===== config.mk =====
export PLATFORM = sky130hd
export DESIGN_NAME = rmq_sqrt
export DESIGN_NICKNAME = d
export VERILOG_FILES = /design/src/sv/rmq_pkg.sv /design/src/sv/rmq_sqrt.sv
export SDC_FILE = /design/constraint.sdc
export NUM_CORES = 2
export LEC_CHECK = 0
export BUFFER_PORTS_ARGS = -buffer_cell sky130_fd_sc_hd__buf_2
export CAP_MARGIN = 10
export CORE_MARGIN = 2
export CORE_UTILIZATION = 40
export DETAILED_ROUTE_END_ITERATION = 16
export HOLD_SLACK_MARGIN = 0.06
export PLACE_DENSITY = 0.55
export RECOVER_POWER = 50
export SETUP_SLACK_MARGIN = 0.2
export SYNTH_ARGS = -nofsm -noshare
export SYNTH_HDL_FRONTEND = slang
export SYNTH_SLANG_ARGS = --single-unit

===== constraint.sdc =====
create_clock -name clk -period 23 [get_ports clk]
set_input_delay 3.45 -clock clk [delete_from_list [all_inputs] [get_ports clk]]
set_output_delay 3.45 -clock clk [all_outputs]
set_load 0.03 [all_outputs]

===== src/sv/rmq_pkg.sv =====
package rmq_pkg;

  localparam int DATA_W = 16;
  localparam int FRAC_BITS_DEF = 14;
  // input item width (9 x 16 bits)
  localparam int IN_W = 9 * DATA_W;
  // output item width (4 x 16 bits)
  localparam int OUT_W = 4 * DATA_W;

  // Signed sum of three input elements plus ONE, for FRAC_BITS up to 30.
  localparam int RAD_W = 34;
  // Numerator: difference or sum of two elements.
  localparam int NUM_W = 17;

  localparam logic [1:0] AX_X = 2'd0;
  localparam logic [1:0] AX_Y = 2'd1;
  localparam logic [1:0] AX_Z = 2'd2;

  typedef struct packed {
    logic              deg;
    logic              lead_w;
    logic [1:0]        ax;
    logic signed [NUM_W-1:0] n0;
    logic signed [NUM_W-1:0] n1;
    logic signed [NUM_W-1:0] n2;
  } rmq_ctl_t;

  function automatic logic signed [DATA_W-1:0] sat16(input logic signed [63:0] v);
    logic signed [63:0] hi;
    logic signed [63:0] lo;
    hi = 64'sd32767;
    lo = -64'sd32768;
    if (v > hi) sat16 = 16'sh7fff;
    else if (v < lo) sat16 = 16'sh8000;
    else sat16 = v[DATA_W-1:0];
  endfunction

endpackage


===== src/sv/rmq_sqrt.sv =====
module rmq_sqrt import rmq_pkg::*; #(
  parameter int FRAC_BITS = FRAC_BITS_DEF,
  parameter int SW = (RAD_W + FRAC_BITS + 1) / 2
) (
  input  logic                  clk,
  input  logic                  rst,
  input  logic                  en,
  input  logic                  in_valid,
  input  logic [RAD_W-1:0]      rad,
  input  rmq_ctl_t              in_ctl,
  output logic                  out_valid,
  output logic [SW-1:0]         root,
  output rmq_ctl_t              out_ctl
);

  localparam int XW = RAD_W + FRAC_BITS;
  localparam int BPS = 4;
  localparam int NST = (SW + BPS - 1) / BPS;
  localparam int TOT = NST * BPS;

  // one restoring root bit per step; BPS steps between registers
  logic [XW-1:0]   x_q  [NST+1];
  logic [XW+1:0]   r_q  [NST+1];
  logic [TOT-1:0]  s_q  [NST+1];
  logic            v_q  [NST+1];
  rmq_ctl_t        c_q  [NST+1];

  always_comb begin
    x_q[0] = XW'(rad) << FRAC_BITS;
    r_q[0] = '0;
    s_q[0] = '0;
    v_q[0] = in_valid;
    c_q[0] = in_ctl;
  end

  for (genvar g = 0; g < NST; g++) begin : g_st
    logic [XW+1:0]  r_c;
    logic [TOT-1:0] s_c;
    logic [XW+1:0]  t;
    logic [1:0]     pair;
    always_comb begin
      r_c = r_q[g];
      s_c = s_q[g];
      t = '0;
      pair = '0;
      for (int b = 0; b < BPS; b++) begin
        if ((TOT - 1 - (g*BPS + b)) * 2 + 1 < XW)
          pair[1] = x_q[g][(TOT - 1 - (g*BPS + b)) * 2 + 1];
        else
          pair[1] = 1'b0;
        if ((TOT - 1 - (g*BPS + b)) * 2 < XW)
          pair[0] = x_q[g][(TOT - 1 - (g*BPS + b)) * 2];
        else
          pair[0] = 1'b0;
        r_c = {r_c[XW-1:0], pair};
        t = {(XW+2-TOT)'(0), s_c[TOT-3:0], 2'b01};
        if (r_c >= t) begin
          r_c = r_c - t;
          s_c = {s_c[TOT-2:0], 1'b1};
        end else begin
          s_c = {s_c[TOT-2:0], 1'b0};
        end
      end
    end
    always_ff @(posedge clk) begin
      if (rst) begin
        v_q[g+1] <= 1'b0;
      end else if (en) begin
        v_q[g+1] <= v_q[g];
      end
      if (en) begin
        x_q[g+1] <= x_q[g];
        r_q[g+1] <= r_c;
        s_q[g+1] <= s_c;
        c_q[g+1] <= c_q[g];
      end
    end
  end

  assign out_valid = v_q[NST];
  assign root = s_q[NST][SW-1:0];
  assign out_ctl = c_q[NST];

endmodule


==> results.py <==
metrics = {
    "die": {
        "initial_core_util": 0.404,
        "dieArea_mm2": 0.148,
        "fp.dieH_um": 385,
        "io_pins": 173,
        "die_w_um": 385,
        "coreArea_mm2": 0.144,
        "num_rows": 139,
    },
    "logic_synthesis": {
        "synth_seq_cells": 715,
        "syn_area_mm2": 0.0581,
        "synthFlopType": "edfxtp_1",
        "syn_area_per_cell_um2": 9.16,
        "synth-async-reset-ratio": 0,
        "netlist_instances": 6349,
        "ys_seq_area_frac": 0.368,
        "synth-warning-count": 0,
        "yosysUniqueCellTypes": 129,
        "synth-edff-count": 709,
    },
    "timing": {
        "drv_slew": 424,
        "fmax_mhz": 59.3,
        "final.min_clock_period_ns": 16.88,
        "hold_viol": 0,
        "setup_violations": 0,
        "holdWs_ns": 0.386,
        "finalClockSkew_ns": 0.0518,
        "grt_setup_unrepaired": "no",
        "period_share": 0.734,
        "worst_pin_slew_ns": 7.99,
        "slew_headroom": -4.32,
        "finalSetupTns_ns": 0,
    },
    "cells_and_area": {
        "drive_gt1_frac": 0.0845,
        "final_cell_mix": "709 x edfxtp_1, 541 x nor2_1, 536 x nand2_1, 441 x xnor2_1, 374 x a21oi_1",
        "nFillCells": 14100,
        "finalNetCount": 6797,
        "final_common_cell": "edfxtp_1",
        "area_growth_pct": 8.66,
    },
    "cts": {
        "cts_max_level": 3,
        "clockBufferDepth": 3,
        "hold_buffers": 0,
        "cts_setup_buffers": 0,
        "clkTransAtPathRegs_ns": 0.07,
        "cts-buffers-inserted": 83,
        "clkSinkCount": 715,
        "clk_latency_ns": 0.71,
        "root_buffer": "clkbuf_16",
        "cts_tree": "done",
        "ctsResizeCount": 0,
    },
    "grt": {
        "grt_pass1_wl_um": 268000,
        "grtUsageTotal": 0.228,
        "grt-ovfl-total": 0,
        "grt_pass1_vias": 46200,
        "grt_max_degree": 191,
        "antenna_found_initial": 8,
    },
    "routing": {
        "drtPass1Iterations": 7,
        "drt_iter0_drc": 4261,
        "finalWirelength_um": 173000,
        "drc": 0,
        "viasPerCell": 5.89,
        "num_vias": 49300,
        "wl_per_cell_um": 20.7,
        "ant_nets": 0,
    },
    "status": {
        "violations": "max-capacitance violations, max-slew violations",
        "status": "finished with violations",
    },
    "critical_path": {
        "startpoint": "s_q[48]",
        "cp_slowest_stage_delay_ns": 0.84,
        "rrSetupSlack_ns": 6.12,
        "cpMostUsedCell": "a21oi_1",
        "required_ns": 23.42,
        "cp_slowest_cell": "o41ai_1",
        "start_kind": "flip-flop",
        "worstPathMaxFanout": 44,
        "r2r_end": "r_q[96]",
        "cp_data_arrival_time_ns": 17.30,
        "reg2reg_depth": 63,
        "critical_path_class": "flip-flop to flip-flop",
        "worstSetupEndpointType": "flip-flop",
        "r2r_start": "s_q[48]",
    },
    "hold_path": {
        "hold_path_class": "flip-flop to flip-flop",
        "min_path_cells": 0,
        "holdCritStartpoint": "c_q[106]",
        "min_to": "out_ctl[51]",
    },
    "run": {
        "max_cap_viol_count": 6,
    },
    "pwr": {
        "p_leak_uw": 0.0230,
        "powerDensity_mw_per_mm2": 115,
        "ir_worst_vdd_uv": 76.4,
        "power.total_uw": 7250,
    },
    "placed_design": {
        "hpwl_um": 137000,
        "place.gp.congestion": 0.943,
        "portBuffers": 172,
    },
}
## synth_stat cells (24+ instances only)
master	count	area share
edfxtp_1	709	0.37
nor2_1	541	0.035
nand2_1	536	0.035
xnor2_1	441	0.066
a21oi_1	374	0.032
ha_1	306	0.066
o21ai_0	289	0.025
nor3_1	242	0.021
xor2_1	237	0.036
inv_1	233	0.015
nand3_1	204	0.018
clkbuf_1	139	0.0090
a21o_1	134	0.017
nor4_1	111	0.012
nand4_1	99	0.011
or3_1	94	0.010
and3_1	82	0.0088
nand2b_1	78	0.0084
and2_1	73	0.0079
a31oi_1	72	0.0077
nor2b_1	70	0.0075
o21a_1	67	0.0087
a211oi_1	63	0.0081
buf_4	63	0.0081
o211ai_1	60	0.0077
or2_2	59	0.0063
or4_1	59	0.0076
o31ai_1	58	0.0075
o21bai_1	42	0.0054
mux2i_1	40	0.0069
and4_1	35	0.0053
mux2_2	34	0.0066
nor3b_1	34	0.0044
buf_2	33	0.0028
nand3b_1	31	0.0040
a211o_1	30	0.0045
o2111ai_1	29	0.0044
o21ai_1	27	0.0023
nor4b_1	24	0.0036
## power breakdown
part,total [uW],switching (uW),internal [uW]
Clock,1290,561,732
Sequential,1880,169,1710
Combinational,4080,2520,1560
Total,7250,3250,4000
## worst max-delay path, delay by kind of cell (launching register included)
kind | cells | cell delay, ns
AOI/OAI and AO/OA | 33 | 8.11
DFF | 1 | 0.43
and+or+nand+nor | 18 | 4.64
xor gates and xnor gates | 2 | 0.37
adders and majority gates | 5 | 1.52
buffers and inverters | 5 | 1.48
## metrics by stage
step | util | area (um2) | instances | worst slack, ns
6_report | 0.439 | 63200 | 8368 | 6.12
5_1_grt | 0.439 | 63200 | 8367 | 4.64
4_1_cts | 0.439 | 63200 | 8365 | 6.53
3_5_place_dp | 0.420 | 60500 | 8211 | 6.59
3_3_place_gp | 0.420 | 60500 | 8211 | 6.84
2_1_floorplan | - | 58100 | 6350 | 8.23
## routing by layer
metal,track usage,wire (um),vias up
li1,-,-,24000
met1,0.307,77000,23700
met2,0.388,83100,1422
met3,0.0281,9410,223
met4,0.0564,3910,2
met5,0,20,-
## cells by family (layout without fill, tap and decap cells)
logic type | Yosys count | in the layout | synth area share
and+or+nand+nor | 2497 | 2497 | 0.228
DFF | 715 | 715 | 0.368
AOI/OAI and AO/OA | 1563 | 1563 | 0.181
xor gates and xnor gates | 679 | 679 | 0.103
buffers and inverters | 503 | 617 | 0.0377
muxes | 82 | 82 | 0.0151
other | 1 | 3 | 0.0000645
adders and majority gates | 309 | 309 | 0.0669
## how the worst max path moves through the flow
stage                          to  cells after the start
after floorplan           r_q[92]                     70
after global placement    r_q[92]                     63
after detailed placement  r_q[96]                     63
after CTS                 r_q[96]                     63
after global routing      r_q[96]                     63
final                     r_q[96]                     63
## state kept, by name (all words and copies together) (netlist names)
signal / flops
out_ctl: 55
root: 24
c_q: 275
out_valid: 1
x_q: 50
g_st.pair: 6
s_q: 60
r_q: 239
v_q: 5
## cell type report
type	count	area, um2	area share
multi-input combinational	5132	34500	0.547
sequential	715	21400	0.339
tap	1903	2380	0.0377
clock buffer	97	2130	0.0337
timing repair buffer	221	1210	0.0192
inverter	242	908	0.0144
clock inverter	57	579	0.00917
antenna	1	2.50	0.0000396
Power figures use the tool's default switching activity.
