File: src/sv/rmq_pkg.sv
package rmq_pkg;

  localparam int DATA_W = 16;
  localparam int FRAC_BITS_DEF = 14;
  // input item width (9 x 16 bits)
  localparam int IN_W = 9 * DATA_W;
  // output item width (4 x 16 bits)
  localparam int OUT_W = 4 * DATA_W;

  // Signed sum of three input elements plus ONE, for FRAC_BITS up to 30.
  localparam int RAD_W = 34;
  // Numerator: difference or sum of two elements.
  localparam int NUM_W = 17;

  localparam logic [1:0] AX_X = 2'd0;
  localparam logic [1:0] AX_Y = 2'd1;
  localparam logic [1:0] AX_Z = 2'd2;

  typedef struct packed {
    logic              deg;
    logic              lead_w;
    logic [1:0]        ax;
    logic signed [NUM_W-1:0] n0;
    logic signed [NUM_W-1:0] n1;
    logic signed [NUM_W-1:0] n2;
  } rmq_ctl_t;

  function automatic logic signed [DATA_W-1:0] sat16(input logic signed [63:0] v);
    logic signed [63:0] hi;
    logic signed [63:0] lo;
    hi = 64'sd32767;
    lo = -64'sd32768;
    if (v > hi) sat16 = 16'sh7fff;
    else if (v < lo) sat16 = 16'sh8000;
    else sat16 = v[DATA_W-1:0];
  endfunction

endpackage

File: src/sv/rmq_front.sv
module rmq_front import rmq_pkg::*; #(
  parameter int FRAC_BITS = FRAC_BITS_DEF
) (
  input  logic                  clk,
  input  logic                  rst,
  input  logic                  en,
  input  logic                  in_valid,
  input  logic [IN_W-1:0]       in_data,
  output logic                  out_valid,
  output logic [RAD_W-1:0]      rad,
  output rmq_ctl_t              ctl
);

  logic signed [DATA_W-1:0] m [9];
  logic signed [RAD_W-1:0] tr, rad_c, one;
  logic [1:0] i_c;
  logic signed [DATA_W-1:0] rii, rjj, rkk;
  rmq_ctl_t ctl_c;

  always_comb begin
    for (int e = 0; e < 9; e++) m[e] = in_data[e*DATA_W +: DATA_W];
    one = RAD_W'(1) <<< FRAC_BITS;
    tr = RAD_W'(m[0]) + RAD_W'(m[4]) + RAD_W'(m[8]);
    if (m[0] < m[4]) i_c = (m[4] < m[8]) ? AX_Z : AX_Y;
    else i_c = (m[0] < m[8]) ? AX_Z : AX_X;
    ctl_c = '0;
    ctl_c.ax = i_c;
    case (i_c)
      AX_X: begin
        rii = m[0]; rjj = m[4]; rkk = m[8];
      end
      AX_Y: begin
        rii = m[4]; rjj = m[8]; rkk = m[0];
      end
      default: begin
        rii = m[8]; rjj = m[0]; rkk = m[4];
      end
    endcase
    if (tr > 0) begin
      ctl_c.lead_w = 1'b1;
      rad_c = tr + one;
      ctl_c.n0 = NUM_W'(m[7]) - NUM_W'(m[5]);
      ctl_c.n1 = NUM_W'(m[2]) - NUM_W'(m[6]);
      ctl_c.n2 = NUM_W'(m[3]) - NUM_W'(m[1]);
    end else begin
      rad_c = RAD_W'(rii) - RAD_W'(rjj) - RAD_W'(rkk) + one;
      ctl_c.deg = (rad_c <= 0);
      // n0: w, n1: q[j], n2: q[k]
      case (i_c)
        AX_X: begin
          ctl_c.n0 = NUM_W'(m[7]) - NUM_W'(m[5]);
          ctl_c.n1 = NUM_W'(m[3]) + NUM_W'(m[1]);
          ctl_c.n2 = NUM_W'(m[6]) + NUM_W'(m[2]);
        end
        AX_Y: begin
          ctl_c.n0 = NUM_W'(m[2]) - NUM_W'(m[6]);
          ctl_c.n1 = NUM_W'(m[7]) + NUM_W'(m[5]);
          ctl_c.n2 = NUM_W'(m[1]) + NUM_W'(m[3]);
        end
        default: begin
          ctl_c.n0 = NUM_W'(m[3]) - NUM_W'(m[1]);
          ctl_c.n1 = NUM_W'(m[2]) + NUM_W'(m[6]);
          ctl_c.n2 = NUM_W'(m[5]) + NUM_W'(m[7]);
        end
      endcase
    end
  end

  always_ff @(posedge clk) begin
    if (rst) begin
      out_valid <= 1'b0;
    end else if (en) begin
      out_valid <= in_valid;
    end
    if (en) begin
      rad <= ctl_c.deg ? '0 : rad_c;
      ctl <= ctl_c;
    end
  end

endmodule

File: config.mk
export PLATFORM = sky130hd
export DESIGN_NAME = rmq_front
export DESIGN_NICKNAME = d
export VERILOG_FILES = /design/src/sv/rmq_pkg.sv /design/src/sv/rmq_front.sv
export SDC_FILE = /design/constraint.sdc
export NUM_CORES = 1
export LEC_CHECK = 0
export BUFFER_PORTS_ARGS = -buffer_cell sky130_fd_sc_hd__buf_4
export CAP_MARGIN = 20
export CORE_AREA = 3 3 181 183
export DETAILED_ROUTE_END_ITERATION = 7
export DIE_AREA = 0 0 184 186
export GPL_TIMING_DRIVEN = 0
export PLACE_DENSITY_LB_ADDON = 0.25
export SETUP_SLACK_MARGIN = 0.05
export SLEW_MARGIN = 30
export SYNTH_ARGS = -nofsm -noshare
export SYNTH_HDL_FRONTEND = slang
export SYNTH_SLANG_ARGS = --single-unit
File: constraint.sdc
create_clock -name clk -period 8.2 [get_ports clk]
set_clock_uncertainty 0.1 [all_clocks]
set_input_delay 1.64 -clock clk [delete_from_list [all_inputs] [get_ports clk]]
set_output_delay 1.64 -clock clk [all_outputs]
set_load 0.005 [all_outputs]
==> results.json <==
{
  "avgSynthCellArea_um2": 8.21,
  "gp_routability_congestion": 0.962,
  "grt_pass1_wl_um": 69500,
  "ys.flop_type": "sky130_fd_sc_hd__edfxtp_1",
  "drt_pre_antenna_iters": 6,
  "layout_cells_sized_above_1": 0.206,
  "final_wirelength_um": 47200,
  "cts.root.buffer_cell": "sky130_fd_sc_hd__clkbuf_16",
  "fin_nets": 2153,
  "crit_fanout": 10,
  "clkSlewWorstSetupHoldPaths_ns": 0.06,
  "path_type_of_the_worst_setup_path": "in -> reg",
  "vias": 12800,
  "top_achievable_clock_speed_ghz": 0.126,
  "grt_usage": 0.265,
  "setup_viol": 0,
  "run_status": "complete, no violations",
  "insertedDiodeCount": 0,
  "drc_errors": 0,
  "postSynthCellCount": 1520,
  "worst_hold_path_type": "reg -> reg",
  "arrival_ns": 7.88,
  "crit_path_start_kind": "input pin",
  "syn-num-nets": 1900,
  "final.period_utilization": 0.965,
  "synth_enable_flop_cells": 74,
  "clkSinkCount": 75,
  "floorplan.die.width_um": 184,
  "setup.worst_path.end_class": "register",
  "timing_worst_slew_pin_value_ns": 0.862,
  "synth.yosys.warnings": 0,
  "areaGrowthSynthToFinish_pct": 23.3,
  "grt_pass1_vias": 11800,
  "final_hold_viol_count": 0,
  "grt_max_degree": 76,
  "placementRows": 65,
  "placeableCoreArea_um2": 31400,
  "vias_per_cell": 5.85,
  "number_of_synthesized_register_bits": 75,
  "clock_latency_ns": 0.34,
  "cts_inserted_buffers": 9,
  "worst-endpoint-required_ns": 8.16,
  "maximum_root_to_sink_buffer_count": 2,
  "initial_core_utilization": 0.397,
  "antenna_left": 0,
  "slew_viol_final": 0,
  "final_core_utilization": 0.490,
  "drv_cap": 0,
  "async_reset_ff_frac": 0,
  "h-tree-depth": 3,
  "grt.overflow.total": 0,
  "power_density_nw_per_um2": 282,
  "place_area_um2": 14800,
  "antenna_found_initial": 0,
  "ir_worst_vdd_v": 0.000176,
  "grt_setup_unrepaired": "false",
  "finalHoldWorstSlack_ns": 0.402,
  "wl_per_cell_um": 21.7,
  "buffer_ports.inserted": 237,
  "ys_seq_area_frac": 0.180,
  "hpwlAfterDp_um": 38600,
  "cts_tree": "done",
  "floorplan.io_pins": 238,
  "static-leakage-power_nw": 6.98,
  "stdcell_area_um2": 15400,
  "post-route-min-period_ns": 7.91,
  "floorplan.die.height_um": 186,
  "slew_headroom": 0.425,
  "die-area_um2": 34200,
  "yosys.cell_types.count": 81,
  "initial_drc_count": 1422,
  "power.total_mw": 4.33,
  "post_synth_instance_area_um2": 12500
}
[synth_stat cells, types with 7 or more instances]
cell type,instances,area [um2]
sky130_fd_sc_hd__a211oi_1,15,113
sky130_fd_sc_hd__a21o_1,26,195
sky130_fd_sc_hd__a21oi_1,100,500
sky130_fd_sc_hd__a221oi_1,10,87.6
sky130_fd_sc_hd__a22oi_1,43,323
sky130_fd_sc_hd__a31oi_1,33,206
sky130_fd_sc_hd__and3_1,11,68.8
sky130_fd_sc_hd__buf_1,8,30.0
sky130_fd_sc_hd__buf_2,11,55.1
sky130_fd_sc_hd__buf_4,16,120
sky130_fd_sc_hd__clkbuf_1,52,195
sky130_fd_sc_hd__edfxtp_1,74,2220
sky130_fd_sc_hd__fa_1,40,801
sky130_fd_sc_hd__ha_1,192,2400
sky130_fd_sc_hd__inv_1,146,548
sky130_fd_sc_hd__mux2i_1,9,90.1
sky130_fd_sc_hd__nand2_1,92,345
sky130_fd_sc_hd__nand2b_1,22,138
sky130_fd_sc_hd__nand3_1,20,100
sky130_fd_sc_hd__nand4_1,7,43.8
sky130_fd_sc_hd__nor2_1,118,443
sky130_fd_sc_hd__nor2b_1,21,131
sky130_fd_sc_hd__nor3_1,31,155
sky130_fd_sc_hd__nor4_1,8,50.1
sky130_fd_sc_hd__o211ai_1,9,67.6
sky130_fd_sc_hd__o21a_1,26,195
sky130_fd_sc_hd__o21ai_0,88,440
sky130_fd_sc_hd__o21bai_1,20,150
sky130_fd_sc_hd__o221ai_1,7,61.3
sky130_fd_sc_hd__o22ai_1,36,225
sky130_fd_sc_hd__o31ai_1,11,82.6
sky130_fd_sc_hd__or3_1,11,68.8
sky130_fd_sc_hd__xnor2_1,59,517
sky130_fd_sc_hd__xor2_1,28,245
[where the power goes]
group / switching (mW) / total, mW / leakage (nW) / internal [mW]
Combinational: 1.95 / 3.29 / 6.11 / 1.34
Clock: 0.182 / 0.393 / 0.139 / 0.211
Sequential: 0.0442 / 0.647 / 0.731 / 0.603
[repair_timing]
| item | in CTS | in global routing |
|---|---|---|
| hold buffers | 0 | 0 |
| setup buffers | 1 | 5 |
| pin swaps | 2 | 9 |
| endpoints found under the setup margin | 19 | 19 |
| gates resized for setup | 36 | 49 |
[worst paths after layout]
check	start	endpoint	slack (ns)	cells past startpoint
max	in_data[129]	rad[7]$_SDFFCE_PP0P_	0.29	27
min	out_valid$_SDFFE_PP0P_	out_valid$_SDFFE_PP0P_	0.40	2
max reg2reg	out_valid$_SDFFE_PP0P_	out_valid$_SDFFE_PP0P_	7.52	2
min reg2reg	out_valid$_SDFFE_PP0P_	out_valid$_SDFFE_PP0P_	0.40	2
[metrics by stage]
| stage | setup TNS (ns) | instances | setup slack (ns) |
|---|---|---|---|
| 6_report | 0 | 2180 | 0.288 |
| 3_3_place_gp | -30.26 | 2159 | -1.74 |
| 5_1_grt | 0 | 2180 | 0.0183 |
| 2_1_floorplan | 0 | 1520 | 0.220 |
| 3_5_place_dp | -31.15 | 2159 | -1.76 |
| 4_1_cts | 0 | 2175 | 0.0616 |
[layout by cell type (no fill, tap or decap), drive strengths merged, types with 33 or more instances in the layout]
master,instances
buf,281
ha,192
inv,152
nor2,119
a21oi,100
nand2,92
o21ai,92
edfxtp,74
xnor2,59
clkbuf,59
a22oi,43
fa,40
o22ai,36
a31oi,33
[final cells by class]
type,instances,area (um2)
flip-flops and latches,75,2240
clock inverters,7,58.8
plain buffers,88,493
clock buffers,9,225
well taps,402,503
inverters,148,564
repair buffers,243,1830
multi-input cells,1208,9460
fillers,3105,16000
[registers in the layout (all words and copies together), names as in the netlist]
signal,count
ctl,55
rad,19
out_valid,1
[layer usage]
layer / global-route usage / routed length (um) / part of all wire
met1: 0.390 / 21300 / 0.45
met2: 0.386 / 19600 / 0.42
met3: 0.0647 / 5090 / 0.11
met4: 0.0699 / 1230 / 0.026
met5: 0 / 0 / 0
[cells by family after synthesis]
| group | count (synthesis) | synth area share |
|---|---|---|
| and+or+nand+nor | 370 | 0.141 |
| DFF | 75 | 0.180 |
| adders and majority gates | 232 | 0.257 |
| AOI/OAI and AO/OA | 506 | 0.272 |
| other | 1 | 0.000301 |
| muxes | 12 | 0.00993 |
| xor gates and xnor gates | 87 | 0.0611 |
| buffers and inverters | 237 | 0.0784 |
[worst max-delay path: stages]
cell	delay, ns
sky130_fd_sc_hd__buf_4	0.13
sky130_fd_sc_hd__inv_1	0.08
sky130_fd_sc_hd__ha_1	0.27
sky130_fd_sc_hd__a21o_1	0.13
sky130_fd_sc_hd__a211oi_1	0.11
sky130_fd_sc_hd__or4_1	0.53
sky130_fd_sc_hd__a31oi_2	0.41
sky130_fd_sc_hd__nand2_4	0.17
sky130_fd_sc_hd__inv_1	0.12
sky130_fd_sc_hd__clkbuf_2	0.26
sky130_fd_sc_hd__buf_2	0.37
sky130_fd_sc_hd__nand2_1	0.09
sky130_fd_sc_hd__o21ai_0	0.09
sky130_fd_sc_hd__a21oi_1	0.09
sky130_fd_sc_hd__fa_1	0.51
sky130_fd_sc_hd__ha_1	0.36
sky130_fd_sc_hd__ha_1	0.37
sky130_fd_sc_hd__nor2b_1	0.16
sky130_fd_sc_hd__o31a_1	0.31
sky130_fd_sc_hd__o2111ai_2	0.24
sky130_fd_sc_hd__a31oi_4	0.17
sky130_fd_sc_hd__a2111oi_4	0.38
sky130_fd_sc_hd__o22ai_2	0.15
sky130_fd_sc_hd__nor4_2	0.15
sky130_fd_sc_hd__and4b_2	0.31
sky130_fd_sc_hd__buf_6	0.17
sky130_fd_sc_hd__o32ai_1	0.10
No activity file was read; power rests on OpenSTA's default activity.
